## config.mk

```make
export PLATFORM = sky130hd
export DESIGN_NAME = text_charset_detector_unit
export DESIGN_NICKNAME = d
export VERILOG_FILES = /design/src/rtl/tcd_pkg.sv /design/src/rtl/tcd_core.sv /design/src/rtl/text_charset_detector_unit.sv
export SDC_FILE = /design/constraint.sdc
export NUM_CORES = 1
export LEC_CHECK = 0
export BUFFER_PORTS_ARGS = -buffer_cell sky130_fd_sc_hd__buf_2
export CAP_MARGIN = 10
export CORE_MARGIN = 2
export CORE_UTILIZATION = 60
export DETAILED_ROUTE_END_ITERATION = 10
export HOLD_SLACK_MARGIN = 0.1
export PLACE_DENSITY = 0.79
export SLEW_MARGIN = 20
export SYNTH_ARGS = -nofsm -noshare
export SYNTH_HDL_FRONTEND = slang
export SYNTH_SLANG_ARGS = --single-unit
```

## constraint.sdc

```tcl
create_clock -name i_clk -period 5.3 [get_ports i_clk]
set_clock_uncertainty 0.15 [all_clocks]
set_input_delay 0 -clock i_clk [delete_from_list [all_inputs] [get_ports i_clk]]
set_output_delay 0 -clock i_clk [all_outputs]
set_load 0.1 [all_outputs]
```

## src/rtl/tcd_pkg.sv

```systemverilog
package tcd_pkg;

    typedef enum logic [1:0] {
        PH_FIRST = 2'd0,
        PH_SCAN  = 2'd1,
        PH_LOOK  = 2'd2,
        PH_VALID = 2'd3
    } t_phase;

    typedef enum logic [2:0] {
        ENC_ENGLISH = 3'd0,
        ENC_UTF8    = 3'd1,
        ENC_GB2312  = 3'd2,
        ENC_GBK     = 3'd3,
        ENC_BIG5    = 3'd4,
        ENC_ERROR   = 3'd5
    } t_enc;

    typedef enum logic [1:0] {
        SCH_GB2312 = 2'd0,
        SCH_GBK    = 2'd1,
        SCH_BIG5   = 2'd2
    } t_scheme;

    localparam int unsigned NUM_SCHEMES = 3;

    localparam logic [7:0] GB_LEAD_LO  = 8'hB0;
    localparam logic [7:0] GB_LEAD_HI  = 8'hF7;
    localparam logic [7:0] GB_TRAIL_LO = 8'hA0;
    localparam logic [7:0] DB_HI       = 8'hFE;
    localparam logic [7:0] DB_LEAD_LO  = 8'h81;
    localparam logic [7:0] DB_TRAIL_LO = 8'h40;
    localparam logic [7:0] B5_TRAIL_HI = 8'h7E;
    localparam logic [7:0] B5_TRAIL_LO = 8'hA1;
    localparam logic [7:0] U8_LEAD2    = 8'hC0;
    localparam logic [7:0] U8_LEAD3    = 8'hE0;
    localparam logic [7:0] U8_BAD      = 8'hF0;
    localparam logic [7:0] ASCII_END   = 8'h80;

    typedef struct packed {
        logic [7:0] data;
        logic       last;
    } t_item;

    typedef struct packed {
        logic valid;
        t_enc code;
    } t_result;

    function automatic logic lead_ok(t_scheme s, logic [7:0] c);
        if (s == SCH_GB2312) begin
            return (c >= GB_LEAD_LO) && (c <= GB_LEAD_HI);
        end
        return (c >= DB_LEAD_LO) && (c <= DB_HI);
    endfunction

    function automatic logic trail_ok(t_scheme s, logic [7:0] c);
        if (s == SCH_GB2312) begin
            return (c >= GB_TRAIL_LO) && (c <= DB_HI);
        end
        if (s == SCH_GBK) begin
            return (c >= DB_TRAIL_LO) && (c <= DB_HI);
        end
        return ((c >= DB_TRAIL_LO) && (c <= B5_TRAIL_HI)) ||
               ((c >= B5_TRAIL_LO) && (c <= DB_HI));
    endfunction

    function automatic logic is_cont(logic [7:0] c);
        return c[7:6] == 2'b10;
    endfunction

    function automatic t_enc scheme_code(t_scheme s);
        t_enc e;
        unique case (s)
            SCH_GB2312: e = ENC_GB2312;
            SCH_GBK:    e = ENC_GBK;
            SCH_BIG5:   e = ENC_BIG5;
            default:    e = ENC_ERROR;
        endcase
        return e;
    endfunction

    function automatic t_enc first_char_code(logic [7:0] c1, logic [7:0] c2, logic [7:0] c3);
        if (c1 < ASCII_END) begin
            return ENC_UTF8;
        end
        if ((c1 >= U8_LEAD2) && (c1 < U8_LEAD3) && is_cont(c2)) begin
            return ENC_UTF8;
        end
        if ((c1 >= U8_LEAD3) && (c1 < U8_BAD) && is_cont(c2) && is_cont(c3)) begin
            return ENC_UTF8;
        end
        if (lead_ok(SCH_GB2312, c1) && trail_ok(SCH_GB2312, c2)) begin
            return ENC_GB2312;
        end
        if (lead_ok(SCH_GBK, c1) && trail_ok(SCH_GBK, c2)) begin
            return ENC_GBK;
        end
        if (lead_ok(SCH_BIG5, c1) && trail_ok(SCH_BIG5, c2)) begin
            return ENC_BIG5;
        end
        return ENC_ERROR;
    endfunction

endpackage

```

## src/rtl/tcd_core.sv

```systemverilog
module tcd_core
    import tcd_pkg::*;
#(
    parameter int START_OFFSETS = 3
) (
    input  logic    i_clk,
    input  logic    i_rst_n,
    input  logic    i_fire,
    input  t_item   i_item,
    output t_result o_result
);

    localparam int DBCS_OFFSETS = (START_OFFSETS < 2) ? START_OFFSETS : 2;
    localparam int DBCS_COUNT   = NUM_SCHEMES * DBCS_OFFSETS;

    t_phase     r_phase, n_phase;
    logic [1:0] r_pos, n_pos;
    logic [7:0] r_look [2];
    logic [7:0] n_look [2];
    logic [1:0] r_count, n_count;
    t_enc       r_decided, n_decided;
    logic [1:0] r_u_exp   [START_OFFSETS];
    logic [1:0] n_u_exp   [START_OFFSETS];
    logic       r_u_alive [START_OFFSETS];
    logic       n_u_alive [START_OFFSETS];
    logic       r_d_pend  [DBCS_COUNT];
    logic       n_d_pend  [DBCS_COUNT];
    logic       r_d_alive [DBCS_COUNT];
    logic       n_d_alive [DBCS_COUNT];

    logic       feed_en;
    logic [7:0] b;
    logic [7:0] f2, f3;
    t_enc       fc_code;
    t_enc       verdict;
    logic       found;
    logic       started;
    t_enc       code;

    assign b = i_item.data;

    always_comb begin
        n_phase   = r_phase;
        n_pos     = r_pos;
        n_look    = r_look;
        n_count   = r_count;
        n_decided = r_decided;
        n_u_exp   = r_u_exp;
        n_u_alive = r_u_alive;
        n_d_pend  = r_d_pend;
        n_d_alive = r_d_alive;
        feed_en   = 1'b0;

        unique case (r_phase)
            PH_FIRST: begin
                if (b < ASCII_END) begin
                    n_phase = PH_SCAN;
                end else begin
                    n_phase = PH_VALID;
                    feed_en = 1'b1;
                end
            end
            PH_SCAN: begin
                if (b == 8'd0) begin
                    n_decided = ENC_ENGLISH;
                    n_count   = 2'd3;
                    n_phase   = PH_LOOK;
                end else if (b >= ASCII_END) begin
                    n_look[0] = b;
                    n_count   = 2'd1;
                    n_phase   = PH_LOOK;
                end
            end
            PH_LOOK: begin
                if (r_count == 2'd1) begin
                    n_look[1] = b;
                    n_count   = 2'd2;
                end else if (r_count == 2'd2) begin
                    n_count = 2'd3;
                end
            end
            PH_VALID: begin
                feed_en = 1'b1;
            end
            default: begin
                n_phase = PH_FIRST;
            end
        endcase

        f2      = (n_count >= 2'd2) ? n_look[1] : 8'd0;
        f3      = (n_count == 2'd3) ? b : 8'd0;
        fc_code = first_char_code(n_look[0], f2, f3);
        if ((r_phase == PH_LOOK) && (r_count == 2'd2)) begin
            n_decided = fc_code;
        end

        for (int i = 0; i < START_OFFSETS; i++) begin
            if (feed_en && (2'(i) <= r_pos) && r_u_alive[i]) begin
                if (r_u_exp[i] != 2'd0) begin
                    if (is_cont(b)) begin
                        n_u_exp[i] = r_u_exp[i] - 2'd1;
                    end else begin
                        n_u_alive[i] = 1'b0;
                    end
                end else if (b < ASCII_END) begin
                    n_u_exp[i] = 2'd0;
                end else if (b < U8_LEAD2) begin
                    n_u_alive[i] = 1'b0;
                end else if (b < U8_LEAD3) begin
                    n_u_exp[i] = 2'd1;
                end else if (b < U8_BAD) begin
                    n_u_exp[i] = 2'd2;
                end else begin
                    n_u_alive[i] = 1'b0;
                end
            end
        end

        for (int s = 0; s < NUM_SCHEMES; s++) begin
            for (int i = 0; i < DBCS_OFFSETS; i++) begin
                if (feed_en && (2'(i) <= r_pos) && r_d_alive[s*DBCS_OFFSETS+i]) begin
                    if (r_d_pend[s*DBCS_OFFSETS+i]) begin
                        if (trail_ok(t_scheme'(2'(s)), b)) begin
                            n_d_pend[s*DBCS_OFFSETS+i] = 1'b0;
                        end else begin
                            n_d_alive[s*DBCS_OFFSETS+i] = 1'b0;
                        end
                    end else begin
                        if (lead_ok(t_scheme'(2'(s)), b)) begin
                            n_d_pend[s*DBCS_OFFSETS+i] = 1'b1;
                        end else begin
                            n_d_alive[s*DBCS_OFFSETS+i] = 1'b0;
                        end
                    end
                end
            end
        end

        if (feed_en && (r_pos != 2'd3)) begin
            n_pos = r_pos + 2'd1;
        end

        found   = 1'b0;
        verdict = ENC_ERROR;
        started = 1'b0;
        for (int i = 0; i < START_OFFSETS; i++) begin
            started = 2'(i) < n_pos;
            if (!found) begin
                if (!started || (n_u_alive[i] && (n_u_exp[i] == 2'd0))) begin
                    found   = 1'b1;
                    verdict = ENC_UTF8;
                end
            end
            if (i < DBCS_OFFSETS) begin
                for (int s = 0; s < NUM_SCHEMES; s++) begin
                    if (!found && started && n_d_alive[s*DBCS_OFFSETS+i] &&
                        !n_d_pend[s*DBCS_OFFSETS+i]) begin
                        found   = 1'b1;
                        verdict = scheme_code(t_scheme'(2'(s)));
                    end
                end
            end
        end

        unique case (n_phase)
            PH_LOOK:  code = (n_count == 2'd3) ? n_decided : fc_code;
            PH_VALID: code = verdict;
            default:  code = ENC_ENGLISH;
        endcase

        o_result.valid = i_fire && i_item.last;
        o_result.code  = code;
    end

    always_ff @(posedge i_clk) begin
        if (!i_rst_n || (i_fire && i_item.last)) begin
            r_phase   <= PH_FIRST;
            r_pos     <= 2'd0;
            r_count   <= 2'd0;
            r_decided <= ENC_ENGLISH;
            for (int i = 0; i < START_OFFSETS; i++) begin
                r_u_exp[i]   <= 2'd0;
                r_u_alive[i] <= 1'b1;
            end
            for (int x = 0; x < DBCS_COUNT; x++) begin
                r_d_pend[x]  <= 1'b0;
                r_d_alive[x] <= 1'b1;
            end
        end else if (i_fire) begin
            r_phase   <= n_phase;
            r_pos     <= n_pos;
            r_count   <= n_count;
            r_decided <= n_decided;
            r_u_exp   <= n_u_exp;
            r_u_alive <= n_u_alive;
            r_d_pend  <= n_d_pend;
            r_d_alive <= n_d_alive;
        end
    end

    always_ff @(posedge i_clk) begin
        if (i_fire) begin
            r_look <= n_look;
        end
    end

endmodule

```

## src/rtl/text_charset_detector_unit.sv

```systemverilog
// Channel   Dir  Transaction   Payload
// s_axis    in   one byte      tdata[7:0] data_byte, tlast last_byte
// m_axis    out  one code      tdata[2:0] encoding, tdata[7:3] zero
//
// One byte per cycle unless m_axis stalls a last byte; validators step per byte.
// The code passes the input register, then the output register, to m_axis.
// Reset (synchronous, active low) empties both registers and restarts detection.
// A stalled m_axis holds its code; a last byte then waits in the input register.
module text_charset_detector_unit
    import tcd_pkg::*;
#(
    parameter int START_OFFSETS = 3
) (
    input  logic       i_clk,
    input  logic       i_rst_n,
    input  logic       s_axis_tvalid,
    output logic       s_axis_tready,
    input  logic [7:0] s_axis_tdata,  // [7:0] data_byte
    input  logic       s_axis_tlast,
    output logic       m_axis_tvalid,
    input  logic       m_axis_tready,
    output logic [7:0] m_axis_tdata   // [2:0] encoding, [7:3] zero
);

    logic    r_in_valid;
    t_item   r_in_item;
    logic    r_out_valid;
    t_enc    r_out_code;
    logic    fire;
    t_result result;

    assign fire = r_in_valid && (!r_in_item.last || !r_out_valid || m_axis_tready);
    assign s_axis_tready = !r_in_valid || fire;

    tcd_core #(
        .START_OFFSETS(START_OFFSETS)
    ) u_core (
        .i_clk   (i_clk),
        .i_rst_n (i_rst_n),
        .i_fire  (fire),
        .i_item  (r_in_item),
        .o_result(result)
    );

    always_ff @(posedge i_clk) begin
        if (!i_rst_n) begin
            r_in_valid  <= 1'b0;
            r_out_valid <= 1'b0;
        end else begin
            if (s_axis_tready) begin
                r_in_valid <= s_axis_tvalid;
            end
            if (result.valid) begin
                r_out_valid <= 1'b1;
            end else if (m_axis_tready) begin
                r_out_valid <= 1'b0;
            end
        end
    end

    always_ff @(posedge i_clk) begin
        if (s_axis_tready) begin
            r_in_item.data <= s_axis_tdata;
            r_in_item.last <= s_axis_tlast;
        end
        if (result.valid) begin
            r_out_code <= result.code;
        end
    end

    assign m_axis_tvalid = r_out_valid;
    assign m_axis_tdata  = {5'd0, r_out_code};

endmodule

```

==> metrics.cfg, run 1 <==
[run_status]
status=complete, no violations

[synthesis]
ys_ff_latch=60
yosysTopAreaCellShare_pct=22.73
syn_area_um2=3699
yosys_warnings=0
ys_async_sr_fraction_pct=0
synth_cells=416
ys.flop_type=dfxtp_1
ys_seq_area_share_pct=40.05
synth-edff-count=28
synth_top_area_cell=edfxtp_1
post_synth.cell_area_avg_um2=8.891
synth_cell_types=65
synth.area.top_cells=edfxtp_1 23%, dfxtp_1 17%, nand2_1 3.9%

[critical_path]
worstPathMaxFanout=11
setup.worst_path.end=r_out_code[0]
critPathArrivalTime_ps=3420
worstPathCellList=inv_1 > ha_1 > nor3b_1 > nand2_1 > a211oi_1 > a311oi_1 > and4b_1 > o32ai_1
crit_cells=8
crit_path_end_kind=flop
critPathRequiredTime_ps=5290
r2r_cells=8
path_class=reg2reg
cp_slowest_cell=a211oi_1
r2r-start=u_core.r_phase[1]
critPathBufInv=1
startpoint_type=flop
slowest_delay_ps=590
cp-startpoint=u_core.r_phase[1]
timing.rr.end=r_out_code[0]
path_delay_family=compound AO/OA/AOI/OAI gates
rrSetupSlack_ps=1870

[sta]
fin_tns_setup_ps=0
rsz0062_at_grt=no
min_period_ps=3432
finalSetupViolCount=0
report.final.slew_viol_count=0
tightest_slew_ps=780.2
fin_crit_sh_pct=64.76
fmaxAchievable_mhz=291.4
worst_slack_ps=1868
relSlewSlack_pct=47.59
hold_violations=0

[cells_and_area]
final_cell_area_um2=4114
drive_gt1_share_pct=11.86
seq_area_um2=1481
nets=465
antenna_cells=0
multiInputGateArea_um2=2034
area_growth_syn_to_layout_pct=11.23
fillers=504
final_cell_mix=38 x nand2_1, 35 x nor2_1, 32 x dfxtp_1, 28 x edfxtp_1
layout_commonest_cell=nand2_1

[detailed_routing]
postRouteAntennaNets=0
drc=0
dr.pass1.iters=5
wl_per_cell_um=18.70
vias=3438
drt-total-wl_um=9760
drt-initial-drc-count=405
via_per_inst=6.586

[power_and_ir_drop]
power_leakage_nw=1.507
power.total_mw=1.117
power_density_nw_per_um2=271.5
ir_drop_mv=0.2045

[floorplanning]
initial_core_util_pct=62.10
die_w_um=82.51
io-pin-count=23
die_y_um=82.51
coreArea_um2=5956
rows=28
die-area_um2=6808

[clock_network]
cts_tree=built
post_cts_buffers=0
ctsResizeCount=0
cts_sinks=60
cts_root_buf=clkbuf_8
clock_path_buffers=2
cts-htree-levels=3
path_clk_slew_ps=70
holdBufCountCts=12
cts_buffers=9
worstSkewPairLatency_ps=350

[grt]
antenna_found_initial=0
grt_usage_pct=30.41
grt_pass1_wl_um=15530
busiest_layer=met2
grt_pass1_vias=3179
met1_usage_pct=41.54
use_met2_pct=47.02
grtUsageMet3_pct=6.957
overflow=0
grt_max_degree=42

[placement]
io_buffers=17
hpwl_um=6637
gp_congestion=0.9866
place_area_um2=3811
preCtsSetupSlack_ps=2152

[worst_hold_path]
hp-class=in2reg

[flow_run]
drv_cap=0

through the flow:
stage | utilization, % | hold slack, ps | instances
2_1_floorplan | - | -51.13 | 420
3_5_place_dp | 63.99 | 28.29 | 494
6_report | 69.08 | 145.8 | 522
4_1_cts | 69.08 | 129.3 | 522
3_3_place_gp | 63.99 | 26.66 | 494
5_1_grt | 69.08 | 182.5 | 522
layout make-up:
| cell class | instances | area share (%) |
|---|---|---|
| multi-input cells | 314 | 49.45 |
| flip-flops and latches | 60 | 36.01 |
| repair buffers | 32 | 5.535 |
| clock buffers | 9 | 3.011 |
| inverters | 25 | 2.281 |
| well taps | 75 | 2.281 |
| clock inverters | 7 | 1.429 |
state kept, by name, indices dropped and copies added, names as in the netlist:
| signal | flops |
|---|---|
| u_core.r_d_pend | 6 |
| u_core.r_u_alive | 3 |
| r_in_valid | 1 |
| r_out_code | 3 |
| u_core.r_look | 16 |
| u_core.r_d_alive | 6 |
| u_core.r_decided | 3 |
| r_in_item | 9 |
| u_core.r_u_exp | 6 |
| u_core.r_count | 2 |
| m_axis_tvalid | 1 |
| u_core.r_phase | 2 |
| u_core.r_pos | 2 |
per-layer routing:
metal | vias to the layer above | share of wire, %
met1 | 1613 | 44
met2 | 181 | 46
li1 | 1617 | -
met3 | 27 | 7.8
met4 | 0 | 2.3
met5 | - | 0
Yosys cell counts (all sizes together) (5+ instances only):
master	n
inv	23
o21a	6
clkbuf	10
nand3	14
o22ai	6
nor2	35
o211ai	9
edfxtp	28
a31oi	10
nand2	39
ha	10
dfxtp	32
nor3	14
a21oi	23
mux2i	8
o21ai	12
nand2b	7
a21o	9
nor2b	8
o31ai	5
mux2	11
buf	11
a211oi	10
cell families (layout without fill, tap and decap cells):
family	count (synthesis)	in the layout	synth area share, %
compound gates	125	125	23.82
xor+xnor	2	2	0.4737
fa+ha+maj	10	10	3.383
buf+inv	46	73	5.345
flops	60	60	40.05
mux	19	19	5.514
other cells	1	5	0.1014
simple gates	153	153	21.31
tightest hold or removal path, cell delays in order:
cell	delay (ps)
buf_2	80
nor2b_1	50
nand2_1	80
and3_1	270
power breakdown:
part	internal [mW]	switching, mW
Clock	0.176	0.211
Sequential	0.503	0.0220
Combinational	0.0687	0.136
Total	0.748	0.369
worst min-delay path by stage:
stage                    end            start  depth (start not counted)
2_1_floorplan   r_in_item[0]     s_axis_tlast                          0
3_3_place_gp    r_in_item[5]  s_axis_tdata[4]                          1
3_5_place_dp    r_in_item[8]  s_axis_tdata[7]                          1
4_1_cts        r_out_code[1]    m_axis_tready                          4
5_1_grt        r_out_code[1]    m_axis_tready                          4
6_report       r_out_code[1]    m_axis_tready                          4
Power figures use the tool's default switching activity.
==> run 2: changes to the inputs <==
--- a/config.mk
+++ b/config.mk
@@ -5,6 +5,7 @@
 export SDC_FILE = /design/constraint.sdc
 export NUM_CORES = 1
 export LEC_CHECK = 0
+export ABC_AREA = 1
 export BUFFER_PORTS_ARGS = -buffer_cell sky130_fd_sc_hd__buf_2
 export CAP_MARGIN = 10
 export CORE_MARGIN = 2
==> constraint.sdc (replaced) <==
create_clock -name i_clk -period 3.25 [get_ports i_clk]
set_clock_uncertainty 0.15 [all_clocks]
set_input_delay 0 -clock i_clk [delete_from_list [all_inputs] [get_ports i_clk]]
set_output_delay 0 -clock i_clk [all_outputs]
set_load 0.1 [all_outputs]
==> metrics.cfg, run 2 <==
[run_status]
status=complete, no violations

[cells_and_area]
fillers=509  ; +0.99%
max_flop_register=u_core.r_look
layout_commonest_cell=nand2_1
final_cell_area_um2=4466  ; +8.5%
top_regs=u_core.r_look x16, r_in_item x9
final_cell_mix=123 x nand2_1, 90 x inv_1, 62 x nor2_1, 56 x nand3_1, 38 x o21ai_0
layout.cells.non_filler=686  ; +31%
antenna_cells=0  ; unchanged
largest_register_ffs=16  ; unchanged
nets=627  ; +35%
area_growth_syn_to_layout_pct=10.39
drive_gt1_share_pct=13.63  ; +1.8 points

[flow_run]
drv_cap=0  ; unchanged

[detailed_routing]
dr.pass1.iters=5  ; unchanged
wl_per_cell_um=13.71  ; -27%
drt-initial-drc-count=267  ; -34%
drt-total-wl_um=9404  ; -3.6%
via_per_inst=5.491  ; -17%
vias=3767  ; +9.6%
drc=0  ; unchanged
postRouteAntennaNets=0  ; unchanged

[synthesis]
synth_compound_area_share_pct=13.49  ; -10 points
synth_top_family_by_area=simple AND/OR/NAND/NOR gates
muxShareOfSynthArea_pct=0  ; -5.5 points
synth.area.top_cells=edfxtp_1 21%, dfxtp_1 16%, nand2_1 11%
ys_seq_area_share_pct=36.62  ; -3.4 points
ys_async_sr_fraction_pct=0  ; unchanged
ys_ff_latch=60  ; unchanged
synth-xor-area-share_pct=0.2165  ; -0.26 points
synthTopCellsByCount=123 x nand2_1, 90 x inv_1, 62 x nor2_1
synth-edff-count=28  ; unchanged
synth_top_area_cell=edfxtp_1
synth_cell_types=45  ; -31%
ys.flop_type=dfxtp_1
syn_area_um2=4045  ; +9.4%
yosys_warnings=0  ; unchanged
synth_cells=573  ; +38%
post_synth.cell_area_avg_um2=7.060  ; -21%
synth-adder-area-share_pct=3.093  ; -0.29 points
synth_most_common_cell=nand2_1
yosysTopAreaCellShare_pct=20.79  ; -1.9 points
synthSimpleGateAreaFrac_pct=34.89  ; +14 points

[worst_hold_path]
hold_depth=4  ; unchanged
hp-class=in2reg
min_from=m_axis_tready
hold_end=r_in_valid

[critical_path]
timing.rr.end=r_out_code[2]
worstPathMaxFanout=18  ; +7
rrSetupSlack_ps=290  ; -1580 ps
critPathArrivalTime_ps=2900  ; -520 ps
crit_path_end_kind=flop
critPathRequiredTime_ps=3190  ; -2100 ps
path_class=reg2reg
cp-startpoint=r_in_item[8]
r2r-start=r_in_item[8]
startpoint_type=flop
r2r_cells=15  ; +7

[placement]
place_area_um2=4150  ; +8.9%
preCtsSetupSlack_ps=353.7  ; -1799 ps
placed_cells=658  ; +33%
gp_congestion=0.9134  ; -7.4%
hpwl_um=6676  ; +0.59%
io_buffers=17  ; unchanged

[clock_network]
ctsResizeCount=0  ; unchanged
cts_root_buf=clkbuf_8
holdBufCountCts=12  ; unchanged
cts-htree-levels=3  ; unchanged
worstSkewPairLatency_ps=340  ; about the same
cts_sinks=60  ; unchanged
post_cts_buffers=0  ; unchanged
cts_buffers=9  ; unchanged
cts_tree=built
path_clk_slew_ps=70  ; about the same
clock_path_buffers=2  ; unchanged

[sta]
tightest_slew_ps=821.5  ; +41.32 ps
worst_slack_ps=289.0  ; -1579 ps
report.final.slew_viol_count=0  ; unchanged
hold_violations=0  ; unchanged
finalSetupViolCount=0  ; unchanged
rsz0062_at_grt=no
fmaxAchievable_mhz=337.7  ; +16%
fin_tns_setup_ps=0  ; unchanged
fin_crit_sh_pct=91.11  ; +26 points
min_period_ps=2961  ; -471.1 ps
relSlewSlack_pct=45.23  ; -2.4 points

[grt]
busiest_layer=met2
grt_pass1_wl_um=15850  ; +2.1%
grt_usage_pct=27.17  ; -3.2 points
grt_max_degree=42  ; unchanged
antenna_found_initial=0  ; unchanged
overflow=0  ; unchanged
grtUsageMet3_pct=4.909  ; -2.0 points
use_met2_pct=44.19  ; -2.8 points
grt_pass1_vias=3585  ; +13%
met1_usage_pct=33.86  ; -7.7 points

[power_and_ir_drop]
power_leakage_nw=2.216  ; +47%
power.total_mw=1.983  ; +78%
ir_drop_mv=0.3062  ; +50%
power_density_nw_per_um2=444.1  ; +64%

[floorplanning]
die_w_um=86.11  ; +4.4%
coreArea_um2=6422  ; +7.8%
die_y_um=86.11  ; +4.4%
die-area_um2=7415  ; +8.9%
io-pin-count=23  ; unchanged
initial_core_util_pct=62.98  ; +0.88 points
rows=29  ; +3.6%

[run 2: report_power, final]
| part | internal [mW] | total, mW | switching (mW) |
|---|---|---|---|
| clock network | 0.374 | 0.674 | 0.299 |
| logic | 0.137 | 0.446 | 0.310 |
| registers | 0.831 | 0.863 | 0.0321 |
| total | 1.34 | 1.98 | 0.641 |
[run 2: stage by stage]
| stage | utilization, % | hold slack [ps] |
|---|---|---|
| after floorplan | - | -51.13 |
| after global placement | 64.62 | 28.09 |
| after detailed placement | 64.62 | 29.39 |
| after CTS | 69.53 | 181.4 |
| after global routing | 69.53 | 224.6 |
| final | 69.53 | 188.8 |
[run 2: cells by family after synthesis]
kind of cell	Yosys count
adder cells (fa/ha/maj)	10
AO/OA/AOI/OAI	94
flip-flops	60
AND/OR/NAND/NOR	296
other	1
buffers and inverters	111
XOR/XNOR	1
[run 2: metal layers]
layer / share of wire (%) / wire, um / up-vias
li1: - / - / 1910
met1: 44 / 4121 / 1691
met2: 46 / 4342 / 136
met3: 6.2 / 586 / 30
met4: 3.8 / 353 / 0
met5: 0 / 0 / -
[run 2: final cells by class]
type / instances / area, um^2 / share of cell area [%]
Sequential cell: 60 / 1481 / 33.17
Inverter: 96 / 362.8 / 8.126
Clock inverter: 4 / 50.05 / 1.121
Tap cell: 77 / 96.34 / 2.157
Timing Repair Buffer: 31 / 220.2 / 4.931
Clock buffer: 12 / 145.1 / 3.250
Multi-Input combinational cell: 406 / 2110 / 47.24
[run 2: worst max-delay path by stage]
| stage | end | depth (start not counted) |
|---|---|---|
| 2_1_floorplan | r_in_item[0] | 3 |
| 4_1_cts | r_out_code[2] | 15 |
| 5_1_grt | r_out_code[2] | 15 |
| 3_3_place_gp | r_out_code[2] | 11 |
| 3_5_place_dp | r_out_code[2] | 15 |
| 6_report | r_out_code[2] | 15 |
[run 2: critical path, cell delays in order (launching register included)]
cell and delay (ps):
edfxtp_1 890, inv_1 270, nor2_2 290, nand2_1 100
nand2_1 80, nand2_1 50, nand3_1 70, nand2_1 60
nand3_1 80, nand2_1 70, inv_1 80, nand4_2 120
nor2_2 150, nand3_1 80, nand3_1 120, nand2_1 70
